<file path="config.mk">
export PLATFORM = sky130hd
export DESIGN_NAME = adts_header_generator
export DESIGN_NICKNAME = d
export VERILOG_FILES = /design/src/adts_pkg.sv /design/src/adts_front.sv /design/src/adts_queue.sv /design/src/adts_back.sv /design/src/adts_header_generator.sv
export SDC_FILE = /design/constraint.sdc
export NUM_CORES = 1
export LEC_CHECK = 0
export BUFFER_PORTS_ARGS = -buffer_cell sky130_fd_sc_hd__buf_2
export CORE_ASPECT_RATIO = 1.25
export CORE_MARGIN = 2
export CORE_UTILIZATION = 35
export DETAILED_ROUTE_END_ITERATION = 16
export GPL_TIMING_DRIVEN = 0
export MAX_ROUTING_LAYER = met4
export PLACE_DENSITY = 0.54
export SYNTH_ARGS = -nofsm -noshare
export SYNTH_HDL_FRONTEND = slang
export SYNTH_HIERARCHICAL = 1
export SYNTH_SLANG_ARGS = --single-unit
export TNS_END_PERCENT = 1
</file>
<file path="constraint.sdc">
create_clock -name clock -period 5.5 [get_ports clock]
set_input_delay 0.275 -clock clock [delete_from_list [all_inputs] [get_ports clock]]
set_output_delay 0.275 -clock clock [all_outputs]
set_load 0.02 [all_outputs]
</file>
<file path="src/adts_pkg.sv">
`default_nettype none

package adts_pkg;

   localparam int RATE_COUNT = 13;

   // register indexes on the csr port
   localparam logic [1:0] CSR_RATE_HZ  = 2'd0;
   localparam logic [1:0] CSR_CHAN_NUM = 2'd1;
   localparam logic [1:0] CSR_PROFILE  = 2'd2;

   localparam logic [3:0] RATE_IDX_EXPLICIT = 4'd15;
   localparam logic [2:0] CHAN_CFG_CAP      = 3'd7;
   localparam logic [3:0] HDR_LEN_BASE      = 4'd7;
   localparam logic [3:0] HDR_LEN_EXPLICIT  = 4'd10;
   localparam logic [3:0] HDR_LAST_BASE     = 4'd6;
   localparam logic [3:0] HDR_LAST_EXPLICIT = 4'd9;

   localparam logic [7:0]  HDR_SYNC      = 8'hFF;
   localparam logic [7:0]  HDR_ID_BYTE   = 8'hF9;
   localparam logic [10:0] BUF_FULLNESS  = 11'h7FF;

   // header byte positions
   localparam logic [3:0] POS_SYNC    = 4'd0;
   localparam logic [3:0] POS_ID      = 4'd1;
   localparam logic [3:0] POS_PROFILE = 4'd2;
   localparam logic [3:0] POS_LEN_HI  = 4'd3;
   localparam logic [3:0] POS_LEN_MID = 4'd4;
   localparam logic [3:0] POS_LEN_LO  = 4'd5;
   localparam logic [3:0] POS_FULL_LO = 4'd6;
   localparam logic [3:0] POS_RATE_HI = 4'd7;
   localparam logic [3:0] POS_RATE_MD = 4'd8;
   localparam logic [3:0] POS_RATE_LO = 4'd9;

   localparam logic [23:0] STD_RATES [RATE_COUNT] = '{
      24'd96000, 24'd88200, 24'd64000, 24'd48000, 24'd44100, 24'd32000, 24'd24000,
      24'd22050, 24'd16000, 24'd12000, 24'd11025, 24'd8000, 24'd7350
   };

   typedef struct packed {
      logic [23:0] rate_hz;
      logic [3:0]  chan_num;
      logic [1:0]  profile;
   } cfg_type;

   // one classified frame, everything the back end needs to build its header
   typedef struct packed {
      logic [1:0]  profile;
      logic [3:0]  rate_idx;
      logic [2:0]  chan_cfg;
      logic [12:0] frame_len;
      logic        overflow;
      logic        explicit_rate;
      logic [23:0] rate_hz;
   } frame_desc_type;

   function automatic logic [3:0] rate_index(input logic [23:0] rate);
      logic [3:0] idx;
      idx = RATE_IDX_EXPLICIT;
      // rates are distinct, so at most one compare hits
      for (int i = RATE_COUNT - 1; i >= 0; i--) begin
         if (STD_RATES[i] == rate) begin
            idx = 4'(i);
         end
      end
      return idx;
   endfunction

   function automatic logic [7:0] header_byte(input frame_desc_type d, input logic [3:0] pos);
      logic [7:0] b;
      case (pos)
         POS_SYNC:    b = HDR_SYNC;
         POS_ID:      b = HDR_ID_BYTE;
         POS_PROFILE: b = {d.profile, d.rate_idx, 1'b0, d.chan_cfg[2]};
         POS_LEN_HI:  b = {d.chan_cfg[1:0], 4'b0000, d.frame_len[12:11]};
         POS_LEN_MID: b = d.frame_len[10:3];
         POS_LEN_LO:  b = {d.frame_len[2:0], BUF_FULLNESS[10:6]};
         POS_FULL_LO: b = {BUF_FULLNESS[5:0], 2'b00};
         POS_RATE_HI: b = d.rate_hz[23:16];
         POS_RATE_MD: b = d.rate_hz[15:8];
         POS_RATE_LO: b = d.rate_hz[7:0];
         default:     b = 8'h00;
      endcase
      return b;
   endfunction

endpackage

`default_nettype wire

</file>
<file path="src/adts_front.sv">
`default_nettype none

module adts_front (
   input  wire                    clock,
   input  wire                    reset,
   input  adts_pkg::cfg_type      cfg,
   input  wire                    req_valid,
   output logic                   req_stall,
   input  wire [12:0]             req_payload_size,
   output logic                   push,
   output adts_pkg::frame_desc_type push_desc,
   input  wire                    queue_full
);
   import adts_pkg::*;

   logic           front_valid_ff, front_valid_in;
   frame_desc_type desc_ff, desc_in;
   logic           req_accept;
   logic [3:0]     idx;
   logic           explicit_rate;
   logic [13:0]    full_len;

   assign req_stall  = front_valid_ff & queue_full;
   assign req_accept = req_valid & ~req_stall;
   assign push       = front_valid_ff & ~queue_full;
   assign push_desc  = desc_ff;

   always_comb begin
      idx           = rate_index(cfg.rate_hz);
      explicit_rate = (idx == RATE_IDX_EXPLICIT);
      full_len      = {1'b0, req_payload_size}
                      + {10'd0, (explicit_rate ? HDR_LEN_EXPLICIT : HDR_LEN_BASE)};
      desc_in.profile       = cfg.profile;
      desc_in.rate_idx      = idx;
      desc_in.chan_cfg      = (cfg.chan_num > {1'b0, CHAN_CFG_CAP}) ?
                              CHAN_CFG_CAP : cfg.chan_num[2:0];
      desc_in.frame_len     = full_len[12:0];
      desc_in.overflow      = full_len[13];
      desc_in.explicit_rate = explicit_rate;
      desc_in.rate_hz       = cfg.rate_hz;
      front_valid_in        = req_accept | (front_valid_ff & ~push);
   end

   always_ff @(posedge clock) begin
      if (reset) begin
         front_valid_ff <= 1'b0;
      end else begin
         front_valid_ff <= front_valid_in;
      end
   end

   always_ff @(posedge clock) begin
      if (req_accept) begin
         desc_ff <= desc_in;
      end
   end

endmodule

`default_nettype wire

</file>
<file path="src/adts_queue.sv">
`default_nettype none

module adts_queue #(
   parameter int DEPTH = 2
) (
   input  wire                      clock,
   input  wire                      reset,
   input  wire                      push,
   input  adts_pkg::frame_desc_type push_desc,
   output logic                     full,
   input  wire                      pop,
   output logic                     head_valid,
   output adts_pkg::frame_desc_type head_desc
);
   import adts_pkg::*;

   localparam int PTR_W = (DEPTH > 1) ? $clog2(DEPTH) : 1;
   localparam int CNT_W = $clog2(DEPTH + 1);

   frame_desc_type   entry_ff [DEPTH];
   logic [PTR_W-1:0] wr_ptr_ff, wr_ptr_in;
   logic [PTR_W-1:0] rd_ptr_ff, rd_ptr_in;
   logic [CNT_W-1:0] count_ff, count_in;

   assign full       = (count_ff == CNT_W'(DEPTH));
   assign head_valid = (count_ff != '0);
   assign head_desc  = entry_ff[rd_ptr_ff];

   always_comb begin
      wr_ptr_in = wr_ptr_ff;
      rd_ptr_in = rd_ptr_ff;
      count_in  = count_ff;
      if (push) begin
         wr_ptr_in = (wr_ptr_ff == PTR_W'(DEPTH - 1)) ? '0 : wr_ptr_ff + 1'b1;
      end
      if (pop) begin
         rd_ptr_in = (rd_ptr_ff == PTR_W'(DEPTH - 1)) ? '0 : rd_ptr_ff + 1'b1;
      end
      if (push & ~pop) begin
         count_in = count_ff + 1'b1;
      end else if (pop & ~push) begin
         count_in = count_ff - 1'b1;
      end
   end

   always_ff @(posedge clock) begin
      if (reset) begin
         wr_ptr_ff <= '0;
         rd_ptr_ff <= '0;
         count_ff  <= '0;
      end else begin
         wr_ptr_ff <= wr_ptr_in;
         rd_ptr_ff <= rd_ptr_in;
         count_ff  <= count_in;
      end
   end

   always_ff @(posedge clock) begin
      if (push) begin
         entry_ff[wr_ptr_ff] <= push_desc;
      end
   end

endmodule

`default_nettype wire

</file>
<file path="src/adts_back.sv">
`default_nettype none

module adts_back (
   input  wire                      clock,
   input  wire                      reset,
   input  wire                      head_valid,
   input  adts_pkg::frame_desc_type head_desc,
   output logic                     pop,
   output logic                     rsp_valid,
   input  wire                      rsp_stall,
   output logic [7:0]               rsp_header_byte,
   output logic [3:0]               rsp_byte_position,
   output logic                     rsp_last_byte,
   output logic                     rsp_length_overflow
);
   import adts_pkg::*;

   logic       rsp_valid_ff, rsp_valid_in;
   logic [3:0] pos_ff, pos_in;
   logic [7:0] byte_ff;
   logic [3:0] byte_pos_ff;
   logic       last_ff, ovf_ff;
   logic       out_load, emit, is_last;

   assign out_load = ~rsp_valid_ff | ~rsp_stall;
   assign emit     = out_load & head_valid;
   assign is_last  = (pos_ff == (head_desc.explicit_rate ? HDR_LAST_EXPLICIT : HDR_LAST_BASE));
   assign pop      = emit & is_last;

   always_comb begin
      rsp_valid_in = out_load ? head_valid : 1'b1;
      pos_in       = pos_ff;
      if (emit) begin
         pos_in = is_last ? '0 : pos_ff + 1'b1;
      end
   end

   always_ff @(posedge clock) begin
      if (reset) begin
         rsp_valid_ff <= 1'b0;
         pos_ff       <= '0;
      end else begin
         rsp_valid_ff <= rsp_valid_in;
         pos_ff       <= pos_in;
      end
   end

   always_ff @(posedge clock) begin
      if (emit) begin
         byte_ff     <= header_byte(head_desc, pos_ff);
         byte_pos_ff <= pos_ff;
         last_ff     <= is_last;
         ovf_ff      <= head_desc.overflow;
      end
   end

   assign rsp_valid           = rsp_valid_ff;
   assign rsp_header_byte     = byte_ff;
   assign rsp_byte_position   = byte_pos_ff;
   assign rsp_last_byte       = last_ff;
   assign rsp_length_overflow = ovf_ff;

endmodule

`default_nettype wire

</file>
<file path="src/adts_header_generator.sv">
// a size word passes the front register, a queue entry and the byte register in turn
// throughput: one header byte per cycle while rsp_stall is low, 7 bytes per frame, 10
// when the rate is sent explicitly; the single output byte register sets that pace
// a frame queue between classifier and serializer lets a new word in while bytes drain
// reset (synchronous, active high) empties the queue, clears the byte counter and
// restores 48000 hz, one channel and profile code 1
`default_nettype none

module adts_header_generator #(
   parameter int QUEUE_DEPTH = 2
) (
   input  wire         clock,
   input  wire         reset,
   // configuration writes
   input  wire         csr_write_enable,
   input  wire  [1:0]  csr_index,
   input  wire  [23:0] csr_write_data,
   // payload size words
   input  wire         req_valid,
   output logic        req_stall,
   input  wire  [12:0] req_payload_size,
   // header byte words
   output logic        rsp_valid,
   input  wire         rsp_stall,
   output logic [7:0]  rsp_header_byte,
   output logic [3:0]  rsp_byte_position,
   output logic        rsp_last_byte,
   output logic        rsp_length_overflow
);
   import adts_pkg::*;

   cfg_type        cfg_ff;
   frame_desc_type push_desc, head_desc;
   logic           push, pop, queue_full, head_valid;

   // configuration registers; an index past the list is dropped
   always_ff @(posedge clock) begin
      if (reset) begin
         cfg_ff.rate_hz  <= 24'd48000;
         cfg_ff.chan_num <= 4'd1;
         cfg_ff.profile  <= 2'd1;
      end else if (csr_write_enable) begin
         case (csr_index)
            CSR_RATE_HZ:  cfg_ff.rate_hz  <= csr_write_data;
            CSR_CHAN_NUM: cfg_ff.chan_num <= csr_write_data[3:0];
            CSR_PROFILE:  cfg_ff.profile  <= csr_write_data[1:0];
            default:      cfg_ff <= cfg_ff;
         endcase
      end
   end

   // front: takes a word, looks up the rate index, forms frame length and overflow
   adts_front u_front (
      .clock            (clock),
      .reset            (reset),
      .cfg              (cfg_ff),
      .req_valid        (req_valid),
      .req_stall        (req_stall),
      .req_payload_size (req_payload_size),
      .push             (push),
      .push_desc        (push_desc),
      .queue_full       (queue_full)
   );

   // short queue of classified frames
   adts_queue #(
      .DEPTH (QUEUE_DEPTH)
   ) u_queue (
      .clock      (clock),
      .reset      (reset),
      .push       (push),
      .push_desc  (push_desc),
      .full       (queue_full),
      .pop        (pop),
      .head_valid (head_valid),
      .head_desc  (head_desc)
   );

   // back: walks the head frame one byte at a time, pops it on the last byte
   adts_back u_back (
      .clock               (clock),
      .reset               (reset),
      .head_valid          (head_valid),
      .head_desc           (head_desc),
      .pop                 (pop),
      .rsp_valid           (rsp_valid),
      .rsp_stall           (rsp_stall),
      .rsp_header_byte     (rsp_header_byte),
      .rsp_byte_position   (rsp_byte_position),
      .rsp_last_byte       (rsp_last_byte),
      .rsp_length_overflow (rsp_length_overflow)
   );

   // every header opens with the sync byte
   a_sync_first: assert property (@(posedge clock) disable iff (reset)
      rsp_valid && rsp_byte_position == POS_SYNC |-> rsp_header_byte == HDR_SYNC)
      else $error("header does not open with sync byte");

   // the last mark only sits on the final byte of a short or long header
   a_last_pos: assert property (@(posedge clock) disable iff (reset)
      rsp_valid && rsp_last_byte |->
         rsp_byte_position == HDR_LAST_BASE || rsp_byte_position == HDR_LAST_EXPLICIT)
      else $error("last mark on a wrong byte position");

   // inside a header the bytes follow each other without a gap
   a_no_gap: assert property (@(posedge clock) disable iff (reset)
      rsp_valid && !rsp_stall && !rsp_last_byte |=>
         rsp_valid && rsp_byte_position == $past(rsp_byte_position) + 4'd1)
      else $error("gap or skip inside a header");

   // nothing is offered right after reset
   a_reset_idle: assert property (@(posedge clock)
      reset |=> !rsp_valid)
      else $error("response valid after reset");

endmodule

`default_nettype wire
</file>
==> impl_metrics.ini <==
[floorplan]
start_util = 0.358
die_h_um = 179
ios = 60
die_w_um = 144
core_mm2 = 0.0239
num_rows = 63
fp.dieArea_mm2 = 0.0257

[setup_path]
crit_required_ps = 5690
rrSetupSlack_ps = 2180
startpoint_type = register
slowest_stage = dfxtp_1
cp_max_fo = 10
worstPathArrival_ps = 3520
crit_path_max_incr_delay_ps = 640
cp-startpoint = cfg_ff[10]$_SDFFE_PP0P_
path_cells = nor4bb_1, nand4_1, nor2_1, nor4_1, nand3_1, ha_1, inv_1, ha_1, nor2b_1, o21ai_0, nand2b_1, and3_1, xor2_1
timing.rr.start = cfg_ff[10]$_SDFFE_PP0P_
cp_common_cell = ha_1
path_class = register to register
end_kind = register

[global_route]
grt_pass1_wl_um = 27900
grt.total_usage = 0.150
grt_pass1_vias = 5005
antenna_found_initial = 0
grt_overflow = 0
grt_max_degree = 34

[power_and_ir_drop]
internal_power_mw = 2.47
power.leakage_nw = 3.43
ir_worst_vdd_uv = 199
clkPwrFrac = 0.363
combPwrFrac = 0.100
swShare = 0.254
power_density_mw_per_mm2 = 334
power_switching_mw = 0.840
seq_power_share = 0.537

[synthesis]
synth_seq_cells = 199
async_flop_share = 0
syn_area_per_cell_um2 = 14.2
synth_cell_types = 65
syn_area_mm2 = 0.00854
synth_top_area_share = 0.556
yosys_warnings = 6
synthTopCellsByArea = edfxtp_1 (56%), dfxtp_1 (9.6%), mux2_2 (6.3%)
ys.flop_type = edfxtp_1
synth_cells = 601
yosysTopAreaCell = edfxtp_1
yosysSeqAreaShare = 0.652
synth_edf_count = 158
syn-num-nets = 654

[detailed_routing]
postRouteAntennaNets = 0
vias = 5073
first_pass_iters = 5
vias_per_cell = 4.97
drc = 0
wl_per_cell_um = 17.7
drtIter0Drc = 329
routed_wl_um = 18000

[clock_tree]
clock_latency_ps = 440
cts_buffers = 17
root_buffer = clkbuf_16
htreeDepth = 4
clockBufferDepth = 2
ctsResizeCount = 0
cts_sinks = 199
cts_hold_buf = 0
clk_pin_slew_worst_paths_ps = 80
cts_tree = yes
postCtsSetupRepairBufs = 0

[timing]
fin_crit_sh = 0.604
slew_violations = 0
max_freq_mhz = 301
skew_ps = 8.21
rsz0062_at_grt = false
worst_pin_slew_ps = 630
finalSetupViolCount = 0
relSlewSlack = 0.579
hold_viol_final = 0
fin_setup_tns_ps = 0
min_period_ps = 3320

[cells_and_area]
layout-drive-gt1-share = 0.250
syn_to_final_growth_pct = 15.9
nets = 735
fillCellCount = 2188
diodes = 0
stdcell_area_mm2 = 0.00990

[worst_hold_path]
min_path_type = input pin to register
worstHoldStart = req_valid

[place]
dp_hpwl_um = 13200
place_congestion = 0.867
post_dp_cell_area_mm2 = 0.00932
io_buffer_count = 59

[job]
cap_violations = 0

[run_status]
status = finished clean
## layer usage
layer,wire length [µm],vias to the layer above,global-route usage
met1,7660,2487,0.179
met4,444,0,0.0576
li1,-,2421,-
met5,0,-,-
met3,628,28,0.0295
met2,9270,137,0.253
## path summary, 6_finish.rpt
check	end	cells past startpoint
worst max-delay path	u_front/push_desc[32]$_DFFE_PP_	13
worst min register to register	u_queue/entry_ff[0][9]$_DFFE_PP_	0
worst min-delay path	u_front/front_valid_ff$_SDFF_PP0_	3
worst max register to register	u_front/push_desc[32]$_DFFE_PP_	13
## area by class of cell
| cell class | instances | area, µm² | area share |
|---|---|---|---|
| sequential | 199 | 5570 | 0.562 |
| buffer | 23 | 154 | 0.0155 |
| timing repair buffer | 62 | 355 | 0.0359 |
| inverter | 13 | 48.8 | 0.00493 |
| clock inverter | 15 | 158 | 0.0159 |
| multi-input combinational | 366 | 2790 | 0.282 |
| tap | 325 | 407 | 0.0411 |
| clock buffer | 17 | 425 | 0.0430 |
## kinds of logic after synthesis
logic type / share of synthesized area
adders and majority gates: 0.0132
and+or+nand+nor: 0.147
DFF: 0.652
AOI/OAI and AO/OA: 0.0479
buffers and inverters: 0.0237
muxes: 0.102
xor gates and xnor gates: 0.0144
## synthesized netlist by cell type (all sizes together), types with 2 or more instances
cell type	n
a211oi	3
a21oi	14
a22o	6
a22oi	6
a31oi	5
a32oi	3
and2	4
and2b	2
and3	7
and3b	2
buf	13
clkbuf	10
dfxtp	41
edfxtp	158
ha	9
inv	13
mux2	49
mux2i	32
nand2	20
nand2b	42
nand3	14
nand3b	3
nand4	8
nor2	37
nor2b	14
nor3	10
nor3b	4
nor4	10
nor4b	2
nor4bb	9
o211ai	4
o21a	2
o21ai	7
o22ai	3
or2	5
or3	4
xnor2	7
xor2	7
## layout by cell type, fill, tap and decap left out, drive strengths merged, types with 3 or more instances in the layout
cell type / instances
edfxtp: 158
buf: 75
mux2: 49
nand2b: 42
dfxtp: 41
nor2: 37
mux2i: 32
clkbuf: 27
inv: 21
nand2: 20
a21oi: 14
nand3: 14
nor2b: 14
nor3: 10
nor4: 10
ha: 9
nor4bb: 9
nand4: 8
and3: 7
xnor2: 7
xor2: 7
o21ai: 7
a22oi: 6
a22o: 6
clkinv: 6
a31oi: 5
or2: 5
o211ai: 4
or3: 4
nor3b: 4
and2: 4
nand3b: 3
a32oi: 3
o22ai: 3
a211oi: 3
## sequential cells by signal (all words and copies together) (netlist names), 2 cells and up, named ones only
| name | count |
|---|---|
| u_back/pos_ff | 4 |
| u_queue/entry_ff | 96 |
| u_queue/count_ff | 2 |
| u_front/push_desc | 48 |
| cfg_ff | 30 |
| u_back/rsp_byte_position | 4 |
| u_back/rsp_header_byte | 8 |
## through the flow
stage / std cells / hold slack (ps) / total power, mW / utilization / setup slack (ps)
6_report: 1020 / 64.4 / 3.31 / 0.415 / 2180
3_3_place_gp: 985 / 424 / 2.13 / 0.387 / 655
2_1_floorplan: 601 / 344 / 2.02 / - / 2040
4_1_cts: 1020 / 49.1 / 3.35 / 0.415 / 2150
3_5_place_dp: 988 / 430 / 2.15 / 0.390 / 2180
5_1_grt: 1020 / 49.8 / 3.45 / 0.415 / 1830
## worst max-delay path, delay by kind of cell, from the launching register on
family	cells	cell delay, ps
and+or+nand+nor	8	1610
DFF	1	640
adders and majority gates	2	440
AOI/OAI and AO/OA	1	180
xor gates and xnor gates	1	140
buffers and inverters	1	70
## power groups by stage
| stage | logic, mW | registers [mW] | clock network [mW] |
|---|---|---|---|
| after floorplan | 0.199 | 1.82 | 0 |
| after global placement | 0.320 | 1.81 | 0 |
| after detailed placement | 0.332 | 1.81 | 0 |
| after CTS | 0.333 | 1.78 | 1.23 |
| after global routing | 0.363 | 1.79 | 1.30 |
| final | 0.330 | 1.78 | 1.20 |
Power figures use the tool's default switching activity.
